--- src/accel_motion_change_detector_assert.svh ---
// Assertion macros for the motion change detector.
// Expects clk_i and rst_ni in the scope of use.
`ifndef ACCEL_MOTION_CHANGE_DETECTOR_ASSERT_SVH
`define ACCEL_MOTION_CHANGE_DETECTOR_ASSERT_SVH

// Same-cycle implication, disabled in reset.
`define AMCD_ASSERT_NOW(lbl, ante, cons, msg) \
  lbl: assert property (@(posedge clk_i) disable iff (!rst_ni) (ante) |-> (cons)) \
    else $error(msg);

// Next-cycle implication, disabled in reset.
`define AMCD_ASSERT_NEXT(lbl, ante, cons, msg) \
  lbl: assert property (@(posedge clk_i) disable iff (!rst_ni) (ante) |=> (cons)) \
    else $error(msg);

`endif

--- src/amcd_pkg.sv ---
// Shared types, widths and defaults for the motion change detector.
// No dependencies.
package amcd_pkg;

  localparam int AxisW     = 16;
  localparam int BaseW     = 17;
  localparam int AbsW      = 17;
  localparam int DevW      = 18;
  localparam int ThreshW   = 17;
  localparam int CalibW    = 5;
  localparam int CfgDataW  = 17;
  localparam int CfgIdxW   = 1;
  localparam int EventSeqW = 32;
  localparam int NumAxes   = 3;

  localparam int MaxCalibDef = 16;
  localparam int SeqBitsDef  = 32;

  localparam logic [ThreshW-1:0] ThreshReset = ThreshW'(2000);
  localparam logic [CalibW-1:0]  CalibReset  = CalibW'(10);

  localparam logic [CfgIdxW-1:0] RegThreshold = CfgIdxW'(0);
  localparam logic [CfgIdxW-1:0] RegCalibCnt  = CfgIdxW'(1);

  typedef struct packed {
    logic signed [AxisW-1:0] accel_x_mg;
    logic signed [AxisW-1:0] accel_y_mg;
    logic signed [AxisW-1:0] accel_z_mg;
    logic                    sample_ok;
  } amcd_in_t;

  typedef struct packed {
    logic [EventSeqW-1:0] event_seq;
    logic                 motion_active;
    logic [DevW-1:0]      dev_sum_mg;
  } amcd_out_t;

  // Per-lane control from the sequencer.
  typedef struct packed {
    logic sample_ld;
    logic cal_add;
    logic div_load;
    logic div_step;
    logic div_last;
    logic div_zero;
    logic dev_en;
  } amcd_lane_ctrl_t;

  // Calibration sum width: one sign bit of headroom over the sample count.
  function automatic int amcd_sum_w(input int max_calib);
    return AxisW + 1 + $clog2(max_calib);
  endfunction

endpackage

--- src/accel_motion_change_detector.sv ---
// Top level of the motion change detector: config registers, sequencer, lanes, merge.
// Depends on amcd_pkg, amcd_lane, amcd_merge and the assertion header.
//
//   port group   dir  handshake               payload
//   in_*         in   in_valid_i/in_ready_o   amcd_in_t
//   out_*        out  out_valid_o/out_ready_i amcd_out_t
//   cfg_*        in   cfg_we_i                cfg_idx_i, cfg_data_i
//
// A calibration item leaves the sequencer in S_IDLE; the item that ends calibration also passes
// through S_LOAD and S_DIV, where the bit-serial baseline divider forms all SumW quotient bits.
// A monitored good sample passes through latch (S_IDLE), lane deviation (S_DEV) and merge (S_EVAL);
// the merge waits while an earlier result has not been transferred.
// A failed sample after calibration leaves the sequencer in S_IDLE. Reset is asynchronous.
module accel_motion_change_detector import amcd_pkg::*; #(
  parameter int MaxCalib = MaxCalibDef,
  parameter int SeqBits  = SeqBitsDef
) (
  input  logic                clk_i,
  input  logic                rst_ni,
  input  logic                cfg_we_i,
  input  logic [CfgIdxW-1:0]  cfg_idx_i,
  input  logic [CfgDataW-1:0] cfg_data_i,
  input  logic                in_valid_i,
  output logic                in_ready_o,
  input  amcd_in_t            in_data_i,
  output logic                out_valid_o,
  input  logic                out_ready_i,
  output amcd_out_t           out_data_o
);

  localparam int CntW  = $clog2(MaxCalib + 1);
  localparam int SumW  = amcd_sum_w(MaxCalib);
  localparam int StepW = $clog2(SumW);
  localparam int TgtW  = (CntW > CalibW) ? CntW : CalibW;

  typedef enum logic [4:0] {
    S_IDLE = 5'b00001,
    S_LOAD = 5'b00010,
    S_DIV  = 5'b00100,
    S_DEV  = 5'b01000,
    S_EVAL = 5'b10000
  } amcd_state_e;

  amcd_state_e         state_q, state_d;
  logic [ThreshW-1:0]  thresh_q;
  logic [CalibW-1:0]   calib_q;
  logic [CntW-1:0]     attempts_q, attempts_d;
  logic [CntW-1:0]     good_q, good_d;
  logic [StepW-1:0]    step_q, step_d;
  logic                calib_done_q, calib_done_d;

  logic                accept;
  logic                merge_free;
  logic                eval;
  logic [TgtW-1:0]     cfg_n;
  logic [TgtW-1:0]     target;
  logic [TgtW-1:0]     attempts_nx;
  amcd_lane_ctrl_t     lane_ctrl;

  logic signed [AxisW-1:0]          axis_in [NumAxes];
  logic [NumAxes-1:0][AbsW-1:0]     lane_abs;

  assign in_ready_o = (state_q == S_IDLE);
  assign accept     = in_valid_i && in_ready_o;

  // Clamp the calibration count into 1..MaxCalib.
  always_comb begin
    cfg_n = TgtW'(calib_q);
    if (cfg_n == '0) begin
      target = TgtW'(1);
    end else if (cfg_n > TgtW'(MaxCalib)) begin
      target = TgtW'(MaxCalib);
    end else begin
      target = cfg_n;
    end
    attempts_nx = TgtW'(attempts_q) + TgtW'(1);
  end

  always_comb begin
    state_d      = state_q;
    attempts_d   = attempts_q;
    good_d       = good_q;
    step_d       = step_q;
    calib_done_d = calib_done_q;
    eval         = 1'b0;
    lane_ctrl    = '0;
    lane_ctrl.div_zero = (good_q == '0);
    unique case (state_q)
      S_IDLE: begin
        lane_ctrl.sample_ld = accept;
        if (accept) begin
          if (!calib_done_q) begin
            lane_ctrl.cal_add = in_data_i.sample_ok;
            if (in_data_i.sample_ok) begin
              good_d = good_q + CntW'(1);
            end
            attempts_d = CntW'(attempts_nx);
            if (attempts_nx >= target) begin
              state_d = S_LOAD;
            end
          end else if (in_data_i.sample_ok) begin
            state_d = S_DEV;
          end
        end
      end
      S_LOAD: begin
        lane_ctrl.div_load = 1'b1;
        step_d             = '0;
        state_d            = S_DIV;
      end
      S_DIV: begin
        lane_ctrl.div_step = 1'b1;
        if (step_q == StepW'(SumW - 1)) begin
          lane_ctrl.div_last = 1'b1;
          calib_done_d       = 1'b1;
          state_d            = S_IDLE;
        end else begin
          step_d = step_q + StepW'(1);
        end
      end
      S_DEV: begin
        lane_ctrl.dev_en = 1'b1;
        state_d          = S_EVAL;
      end
      S_EVAL: begin
        // Hold until the output register can take a new result.
        if (merge_free) begin
          eval    = 1'b1;
          state_d = S_IDLE;
        end
      end
      default: state_d = S_IDLE;
    endcase
  end

  always_ff @(posedge clk_i or negedge rst_ni) begin
    if (!rst_ni) begin
      state_q      <= S_IDLE;
      attempts_q   <= '0;
      good_q       <= '0;
      step_q       <= '0;
      calib_done_q <= 1'b0;
      thresh_q     <= ThreshReset;
      calib_q      <= CalibReset;
    end else begin
      state_q      <= state_d;
      attempts_q   <= attempts_d;
      good_q       <= good_d;
      step_q       <= step_d;
      calib_done_q <= calib_done_d;
      if (cfg_we_i) begin
        unique case (cfg_idx_i)
          RegThreshold: thresh_q <= cfg_data_i[ThreshW-1:0];
          RegCalibCnt:  calib_q  <= cfg_data_i[CalibW-1:0];
          default: ;
        endcase
      end
    end
  end

  assign axis_in[0] = in_data_i.accel_x_mg;
  assign axis_in[1] = in_data_i.accel_y_mg;
  assign axis_in[2] = in_data_i.accel_z_mg;

  for (genvar g = 0; g < NumAxes; g++) begin : g_lane
    amcd_lane #(
      .MaxCalib (MaxCalib)
    ) u_lane (
      .clk_i     (clk_i),
      .rst_ni    (rst_ni),
      .ctrl_i    (lane_ctrl),
      .sample_i  (axis_in[g]),
      .divisor_i (good_q),
      .abs_dev_o (lane_abs[g])
    );
  end

  amcd_merge #(
    .SeqBits (SeqBits)
  ) u_merge (
    .clk_i       (clk_i),
    .rst_ni      (rst_ni),
    .eval_i      (eval),
    .thresh_i    (thresh_q),
    .abs_i       (lane_abs),
    .out_ready_i (out_ready_i),
    .out_valid_o (out_valid_o),
    .out_data_o  (out_data_o),
    .free_o      (merge_free)
  );

  `include "accel_motion_change_detector_assert.svh"

  `AMCD_ASSERT_NOW(a_no_result_in_calib, !calib_done_q, !out_valid_o, "result during calibration")
  `AMCD_ASSERT_NOW(a_div_only_in_calib, state_q == S_DIV, !calib_done_q, "divider ran after calibration")
  `AMCD_ASSERT_NOW(a_done_from_div, $rose(calib_done_q), $past(state_q) == S_DIV, "calibration ended outside divider")
  `AMCD_ASSERT_NEXT(a_load_then_div, state_q == S_LOAD, state_q == S_DIV, "divider load not followed by steps")

endmodule

--- src/amcd_lane.sv ---
// One axis lane: calibration sum, serial baseline divider, abs deviation.
// Depends on amcd_pkg.
module amcd_lane import amcd_pkg::*; #(
  parameter int MaxCalib = MaxCalibDef,
  localparam int CntW    = $clog2(MaxCalib + 1),
  localparam int SumW    = amcd_sum_w(MaxCalib)
) (
  input  logic                    clk_i,
  input  logic                    rst_ni,
  input  amcd_lane_ctrl_t         ctrl_i,
  input  logic signed [AxisW-1:0] sample_i,
  input  logic [CntW-1:0]         divisor_i,
  output logic [AbsW-1:0]         abs_dev_o
);

  logic signed [SumW-1:0]  sum_q, sum_d;
  logic signed [BaseW-1:0] base_q, base_d;
  logic signed [AxisW-1:0] sample_q;
  logic [SumW-1:0]         quo_q, quo_d;
  logic [CntW-1:0]         rem_q, rem_d;
  logic                    neg_q;
  logic [AbsW-1:0]         abs_q;

  logic [SumW-1:0]         sum_mag;
  logic [CntW:0]           rem_sh;
  logic                    quo_bit;
  logic [BaseW-1:0]        quo_low;
  logic signed [DevW-1:0]  diff;

  assign sum_mag = sum_q[SumW-1] ? SumW'(-sum_q) : SumW'(sum_q);

  // Restoring division, one quotient bit per step.
  always_comb begin
    rem_sh  = {rem_q, quo_q[SumW-1]};
    quo_bit = (rem_sh >= {1'b0, divisor_i});
    rem_d   = quo_bit ? CntW'(rem_sh - {1'b0, divisor_i}) : rem_sh[CntW-1:0];
    quo_d   = {quo_q[SumW-2:0], quo_bit};
    quo_low = quo_d[BaseW-1:0];
    if (ctrl_i.div_zero) begin
      base_d = '0;
    end else if (neg_q) begin
      base_d = -$signed(quo_low);
    end else begin
      base_d = $signed(quo_low);
    end
  end

  always_comb begin
    sum_d = sum_q;
    if (ctrl_i.cal_add) begin
      sum_d = sum_q + SumW'(sample_i);
    end
  end

  assign diff = DevW'(sample_q) - DevW'(base_q);

  always_ff @(posedge clk_i or negedge rst_ni) begin
    if (!rst_ni) begin
      sum_q  <= '0;
      base_q <= '0;
    end else begin
      sum_q <= sum_d;
      if (ctrl_i.div_step && ctrl_i.div_last) begin
        base_q <= base_d;
      end
    end
  end

  always_ff @(posedge clk_i) begin
    if (ctrl_i.sample_ld) begin
      sample_q <= sample_i;
    end
    if (ctrl_i.div_load) begin
      quo_q <= sum_mag;
      rem_q <= '0;
      neg_q <= sum_q[SumW-1];
    end else if (ctrl_i.div_step) begin
      quo_q <= quo_d;
      rem_q <= rem_d;
    end
    if (ctrl_i.dev_en) begin
      abs_q <= diff[DevW-1] ? AbsW'(-diff) : AbsW'(diff);
    end
  end

  assign abs_dev_o = abs_q;

endmodule

--- src/amcd_merge.sv ---
// Merge stage: sums lane deviations, thresholds, tracks state, holds the result.
// Depends on amcd_pkg.
module amcd_merge import amcd_pkg::*; #(
  parameter int SeqBits = SeqBitsDef
) (
  input  logic                          clk_i,
  input  logic                          rst_ni,
  input  logic                          eval_i,
  input  logic [ThreshW-1:0]            thresh_i,
  input  logic [NumAxes-1:0][AbsW-1:0]  abs_i,
  input  logic                          out_ready_i,
  output logic                          out_valid_o,
  output amcd_out_t                     out_data_o,
  output logic                          free_o
);

  logic               state_q;
  logic [SeqBits-1:0] seq_q, seq_d;
  logic               valid_q;
  amcd_out_t          out_q;

  logic [DevW-1:0]    dev;
  logic               next_state;
  logic               change;

  assign dev        = DevW'(abs_i[0]) + DevW'(abs_i[1]) + DevW'(abs_i[2]);
  assign next_state = (dev > DevW'(thresh_i));
  assign change     = eval_i && (next_state != state_q);
  assign seq_d      = seq_q + SeqBits'(1);
  assign free_o     = !valid_q || out_ready_i;

  always_ff @(posedge clk_i or negedge rst_ni) begin
    if (!rst_ni) begin
      state_q <= 1'b0;
      seq_q   <= '0;
      valid_q <= 1'b0;
    end else begin
      if (change) begin
        state_q <= next_state;
        seq_q   <= seq_d;
        valid_q <= 1'b1;
      end else if (out_ready_i) begin
        valid_q <= 1'b0;
      end
    end
  end

  always_ff @(posedge clk_i) begin
    if (change) begin
      out_q.event_seq     <= EventSeqW'(seq_d);
      out_q.motion_active <= next_state;
      out_q.dev_sum_mg    <= dev;
    end
  end

  assign out_valid_o = valid_q;
  assign out_data_o  = out_q;

endmodule

--- config.mk ---
export PLATFORM = sky130hd
export DESIGN_NAME = accel_motion_change_detector
export DESIGN_NICKNAME = d
export VERILOG_FILES = /design/src/amcd_pkg.sv /design/src/accel_motion_change_detector.sv /design/src/amcd_lane.sv /design/src/amcd_merge.sv
export VERILOG_INCLUDE_DIRS = /design/src /design/src/src
export SDC_FILE = /design/constraint.sdc
export NUM_CORES = 1
export LEC_CHECK = 0
export BUFFER_PORTS_ARGS = -buffer_cell sky130_fd_sc_hd__buf_4
export CAP_MARGIN = 5
export CORE_ASPECT_RATIO = 0.75
export CORE_UTILIZATION = 55
export CTS_CLUSTER_SIZE = 10
export DETAILED_ROUTE_END_ITERATION = 10
export PLACE_DENSITY = 0.84
export SLEW_MARGIN = 20
export SYNTH_ARGS = -nofsm -noshare
export SYNTH_HDL_FRONTEND = slang
export SYNTH_HIERARCHICAL = 1
export SYNTH_SLANG_ARGS = --single-unit
--- constraint.sdc ---
create_clock -name clk_i -period 4.8 [get_ports clk_i]
set_clock_uncertainty 0.05 [all_clocks]
set_input_delay 0.96 -clock clk_i [delete_from_list [all_inputs] [get_ports clk_i]]
set_output_delay 0.96 -clock clk_i [all_outputs]
set_load 0.005 [all_outputs]
After elaboration in Yosys (flattened, before gate mapping)
Cells that the tools add are included.
W data, S select, Z words.
{"block": "classes", "addsub": 24, "n_mul": 0, "n_div": 0, "n_lt_le_gt_ge": 6, "eq_ne": 13, "n_shift": 0, "muxes": 43, "bitwise": 2, "n_reduce_logical": 17}
{"cell": "$mux W21", "n": 9}
{"cell": "$mux W17", "n": 9}
{"cell": "$neg A17 Y17", "n": 6}
{"cell": "$add A21 B16 Y21", "n": 3}
{"cell": "$neg A21 Y21", "n": 3}
{"cell": "$mux W5", "n": 12}
{"cell": "$sub A16 B17 Y18", "n": 3}
{"cell": "$add A32 B1 Y32 const B", "n": 1}
{"cell": "$pmux W5 S5", "n": 1}
{"cell": "$add A17 B17 Y18", "n": 1}
{"cell": "$add A18 B17 Y18", "n": 1}
{"cell": "$ge A6 B5 Y1", "n": 3}
{"cell": "$gt A18 B17 Y1", "n": 1}
{"cell": "$add A5 B1 Y5 const B", "n": 3}
{"cell": "$sub A5 B5 Y5", "n": 3}
{"cell": "$eq A5 B5 Y1 const B", "n": 2}
{"cell": "$logic_not A5 Y1", "n": 2}
{"cell": "$pmux W5 S2", "n": 1}
{"cell": "$mux W1", "n": 9}
{"cell": "$reduce_and A2 Y1", "n": 4}
{"cell": "$ne A2 B2 Y1 const B", "n": 3}
{"cell": "$reduce_bool A2 Y1", "n": 3}
{"cell": "$eq A5 B1 Y1 const B", "n": 1}
{"cell": "$eq A5 B2 Y1 const B", "n": 1}
{"cell": "16 further kinds", "n": 20}
{"block": "word_totals", "ff_bits": 422, "latchBits": 0, "ram_bits": 0, "romBits": 0, "inputBits": 72, "output_inout_bits": 53, "mem_count": 0}

Depth between registers and ports, before layout
{"block": "logic_depth", "ltp_word": 8, "depth_mapped": 24, "depth_no_buf": 22}

By module
Netlist, hierarchy kept.
{"module": "amcd_lane at g_lane[1].u_lane ...", "n_inst": 2, "cells_each": 664, "area_per_inst_um2": 6502.5}
{"module": "amcd_lane at g_lane[0].u_lane", "n_inst": 1, "cells_each": 713, "area_per_inst_um2": 6881.6}
{"module": "amcd_merge", "n_inst": 1, "cells_each": 431, "area_per_inst_um2": 4994.8}
{"module": "accel_motion_change_detector", "n_inst": 1, "cells_each": 171, "area_per_inst_um2": 2097.0}

Worst setup path before layout
Ideal clock, no wire load.
{"block": "synth_path", "kind": "register to register", "from": "reg g_lane[0].u_lane.abs_q[1]", "to": "reg u_merge.out_q (netlist bit u_merge/out_data_o[0]) (enable)", "arrival_ns": 4.711, "required_ns": 4.406, "path_slack_ns": -0.305, "stages_incl_launch_ff": 23, "n_path_buf": 2, "cell_sequence": "edfxtp_1 inv_1 fa_1 inv_1 ha_1 fa_1 a21oi_1 or3b_1 and3_4 nor2_1 a21o_1 a21o_1 a21oi_1 xnor2_1 ha_1 nand4_1 nor2_1 a2111oi_0 a31oi_1 a41oi_2 mux2i_2 buf_6 buf_8"}
{"block": "synth_via", "elab_chain_cells": 5}
{"item": "start, declared", "line_no": "amcd_lane.sv:22", "text": "logic [AbsW-1:0] abs_q;"}
{"item": "start signal, assigned", "line_no": "amcd_lane.sv:82", "text": "abs_q <= diff[DevW-1] ? AbsW'(-diff) : AbsW'(diff);"}
{"item": "$add A17 B17 Y18", "line_no": "amcd_merge.sv:26", "text": "assign dev = DevW'(abs_i[0]) + DevW'(abs_i[1]) + DevW'(abs_i[2]);"}
{"item": "$add A18 B17 Y18", "line_no": "amcd_merge.sv:26"}
{"item": "named net u_merge.dev[15]", "line_no": "amcd_merge.sv:22", "text": "logic [DevW-1:0] dev;"}
{"item": "$gt A18 B17 Y1", "line_no": "amcd_merge.sv:27", "text": "assign next_state = (dev > DevW'(thresh_i));"}
{"item": "$ne A1 B1 Y1", "line_no": "amcd_merge.sv:28", "text": "assign change = eval_i && (next_state != state_q);"}
{"item": "$logic_and A1 B1 Y1", "line_no": "amcd_merge.sv:28"}
{"item": "named net u_merge.change", "line_no": "amcd_merge.sv:24", "text": "logic change;"}
{"item": "end, declared", "line_no": "amcd_merge.sv:20", "text": "amcd_out_t out_q;"}
The timed path passes the listed nets, and every way through them passes these cells.
A chain may end at the register's enable or synchronous reset.

Final worst setup path
{"block": "layout_path", "from": "reg g_lane[2].u_lane.abs_q[2]", "to": "reg u_merge.seq_q[7]"}
{"block": "layout_via", "elab_chain_cells": 4}
{"item": "start, declared", "line_no": "amcd_lane.sv:22"}
{"item": "start signal, assigned", "line_no": "amcd_lane.sv:82"}
{"item": "$add A18 B17 Y18", "line_no": "amcd_merge.sv:26"}
{"item": "named net u_merge.dev[14]", "line_no": "amcd_merge.sv:22"}
{"item": "$gt A18 B17 Y1", "line_no": "amcd_merge.sv:27"}
{"item": "$ne A1 B1 Y1", "line_no": "amcd_merge.sv:28"}
{"item": "$logic_and A1 B1 Y1", "line_no": "amcd_merge.sv:28"}
{"item": "end signal, assigned", "line_no": "amcd_merge.sv:40", "text": "seq_q <= seq_d;"}
{"item": "end, declared", "line_no": "amcd_merge.sv:18", "text": "logic [SeqBits-1:0] seq_q, seq_d;"}
The timed path passes the listed nets, and every way through them passes these cells.

==> impl_metrics.tcl <==
set metrics [dict create \
    cts_buffers 48 \
    setup_slack_ns -0.329 \
    fmax_mhz 195 \
    first_pass_iters 6 \
    grt_use_met3 0.0366 \
    ir_drop_uv 338 \
    dominantRegCellSynth "edfxtp_1" \
    rows 69 \
    worst_pin_slew_ns 1.18 \
    final.setup.tns_ns -23.02 \
    synth_top_area_frac 0.240 \
    dieHeight_um 194 \
    path_max_fanout 6 \
    setup_viol 84 \
    grt_antenna_before_repair 0 \
    grt_max_degree 94 \
    nNetsFinal 3090 \
    place.detailed.hpwl_um 45400 \
    met2_usage 0.409 \
    hold_class "reg2reg" \
    use_met1 0.352 \
    clock-sinks 422 \
    cts_hold_buffers 0 \
    avgSynthCellArea_um2 10.2 \
    place_congestion 0.915 \
    grt_pass1_wl_um 104000 \
    async_reset_ff_frac 0.453 \
    io_buffers 124 \
    drv_cap 0 \
    grt_pass1_vias 20400 \
    clockRootBuffer "clkbuf_16" \
    die-area_um2 50000 \
    pre_cts_slack_ns -0.298 \
    cp.arrival_ns 5.54 \
    synth_cells 2643 \
    yosys.area.top_type "edfxtp_1" \
    slew_viol_final 0 \
    hold_viol 0 \
    yosysWarnings 6 \
    path_clk_slew_ns 0.06 \
    p_leak_nw 12.7 \
    grt_usage 0.252 \
    routed_wl_um 63500 \
    cp-start-kind "register" \
    sequentialPowerShare 0.351 \
    fin_crit_sh 1.07 \
    drc_errors 0 \
    ys_seq_area_frac 0.429 \
    yosys-top-cells-area "edfxtp_1, dfrtp_1, ha_1" \
    area_delta_synth_final_pct 13.6 \
    synth_area_um2 27000 \
    clock_latency_ns 0.60 \
    cp-end-kind "register" \
    core_area_um2 47900 \
    clockPowerShare 0.211 \
    ys_ff_latch 422 \
    antenna_left 0 \
    ctsHtreeMaxLevel 2 \
    io_pins 125 \
    cts_tree "done" \
    n_antenna_cell 0 \
    drtIter0Drc 1647 \
    total_power_mw 16.1 \
    ys_types 107 \
    power.density_nw_per_um2 527 \
    internal-power_mw 9.76 \
    relSlewSlack 0.214 \
    rsz0062_at_grt "true" \
    critPathRequiredTime_ns 5.21 \
    die_w_um 258 \
    synth_nets 2924 \
    failed_checks "setup timing" \
    clock_path_buffers 3 \
    grt_overflow 0 \
    status "complete, but fails checks" \
    synth-edff-count 216 \
    period_minus_slack_ns 5.13 \
    avgViaCountPerCell 5.93 \
    vias 20700 \
    wl_per_cell_um 18.2 \
    start_util 0.563 \
    drive_above_1_share 0.149 \
    p_switching_mw 6.39 \
    p_sw_frac 0.396 \
    busiest_layer "met2" \
    p_comb_frac 0.438 \
    path_class "reg2reg" \
]
==> worst paths after layout <==
check / cells past startpoint / slack [ns] / endpoint / startpoint
max: 20 / -0.33 / u_merge/seq_q[7] / g_lane[2].u_lane/abs_dev_o[2]
min: 2 / 0.43 / g_lane[1].u_lane/base_q[15] / g_lane[1].u_lane/base_q[15]
max reg2reg: 20 / -0.33 / u_merge/seq_q[7] / g_lane[2].u_lane/abs_dev_o[2]
min reg2reg: 2 / 0.43 / g_lane[1].u_lane/base_q[15] / g_lane[1].u_lane/base_q[15]
max in group asynchronous: 2 / 3.17 / g_lane[2].u_lane/sum_q[0] / rst_ni
min in group asynchronous: 1 / 0.44 / g_lane[0].u_lane/base_q[10] / rst_ni
==> power by group through the flow <==
stage | clock, mW | combinational [mW] | sequential [mW]
2_1_floorplan | 0 | 5.48 | 5.40
3_3_place_gp | 0 | 6.55 | 5.66
3_5_place_dp | 0 | 6.90 | 5.70
4_1_cts | 3.45 | 6.99 | 5.65
5_1_grt | 3.58 | 7.87 | 5.77
6_report | 3.40 | 7.07 | 5.67
==> logic make-up after synthesis <==
logic type,share of synthesized area
AO/OA/AOI/OAI,0.149
XOR/XNOR,0.0997
adder cells (fa/ha/maj),0.104
buffers and inverters,0.0354
flip-flops,0.429
multiplexers,0.0399
AND/OR/NAND/NOR,0.142
==> critical path, cell delays in order, from the launching register on <==
cell and delay (ns):
edfxtp_1 0.41, fa_1 0.53, ha_1 0.32, a21o_1 0.21, a21oi_1 0.22, o211ai_1 0.17
a31oi_1 0.34, o31ai_2 0.13, o21a_1 0.14, xor2_2 0.16, ha_1 0.33, a21oi_1 0.15
nand2_1 0.11, a2111oi_4 0.37, a31oi_1 0.15, a41oi_2 0.28, mux2i_4 0.31, buf_4 0.15
buf_12 0.11, or2b_1 0.24, xnor2_1 0.13
==> state kept, by name, summed over array words and instances, names as in the netlist, 3 cells and up <==
register,flops
g_lane.u_lane/quo_q,63
g_lane.u_lane/base_q,51
g_lane.u_lane/rem_q,15
step_q,5
calib_q,5
attempts_q,5
g_lane.u_lane/abs_dev_o,51
g_lane.u_lane/neg_q,3
state_q,5
u_merge/out_data_o,51
g_lane.u_lane/sample_q,48
u_merge/seq_q,32
good_q,5
thresh_q,17
g_lane.u_lane/sum_q,63
==> synth_stat cells, types with 10 or more instances <==
| master | number |
|---|---|
| ha_1 | 182 |
| nor3_1 | 48 |
| o21a_1 | 25 |
| a211oi_1 | 16 |
| o31ai_1 | 49 |
| nor3b_1 | 14 |
| nor2_1 | 169 |
| xor2_1 | 155 |
| o21ai_0 | 156 |
| buf_2 | 11 |
| a21oi_1 | 148 |
| clkbuf_1 | 50 |
| nor2b_1 | 26 |
| xnor2_1 | 152 |
| nor4_1 | 15 |
| o21ai_1 | 14 |
| a31oi_1 | 10 |
| o21bai_1 | 11 |
| o211ai_1 | 18 |
| or3_1 | 30 |
| edfxtp_1 | 216 |
| a21boi_0 | 11 |
| mux2i_1 | 20 |
| and2_1 | 10 |
| and3_1 | 27 |
| nand4_1 | 24 |
| mux2_2 | 74 |
| nand3_1 | 53 |
| nand2_1 | 226 |
| fa_1 | 27 |
| dfxtp_1 | 15 |
| or2_2 | 13 |
| dfrtp_1 | 182 |
| inv_1 | 176 |
| a21o_1 | 43 |
| nand2b_1 | 29 |
==> layout by cell type, fill, tap and decap left out, types with 50 or more instances in the layout <==
cell type and n:
nand2_1 225, edfxtp_1 216, dfrtp_1 182, ha_1 180
inv_1 175, nor2_1 167, buf_4 166, o21ai_0 156
xor2_1 153, xnor2_1 150, a21oi_1 145, mux2_2 74
nand3_1 53, clkbuf_16 50
==> cell type report <==
| cell class | instances | area, um^2 |
|---|---|---|
| fill | 3569 | 17300 |
| multi-input combinational | 1975 | 14600 |
| sequential | 422 | 11600 |
| timing repair buffer | 185 | 1590 |
| clock buffer | 87 | 1380 |
| tap | 639 | 800 |
| inverter | 177 | 664 |
| clock inverter | 3 | 43.8 |
==> repair_timing <==
item                       in CTS  in global routing
setup endpoints to repair      84                 85
resized for setup              18                 13
cloned                          4                  1
setup buffers                  14                  2
pin swaps                      12                  5
==> routing by layer <==
| metal | share of wire | wire [um] |
|---|---|---|
| met5 | 0 | 0 |
| met4 | 0.022 | 1400 |
| met1 | 0.45 | 28400 |
| met3 | 0.064 | 4070 |
| met2 | 0.47 | 29700 |
==> stage by stage <==
stage | util | hold WS, ns | cells | instance area [um^2]
finish | 0.639 | 0.429 | 3488 | 30600
global route | 0.639 | 0.453 | 3488 | 30600
CTS | 0.637 | 0.429 | 3486 | 30500
detailed placement | 0.602 | 0.416 | 3378 | 28800
global placement | 0.602 | 0.413 | 3378 | 28800
floorplan | - | 0.399 | 2643 | 27000
Power figures use the tool's default switching activity.
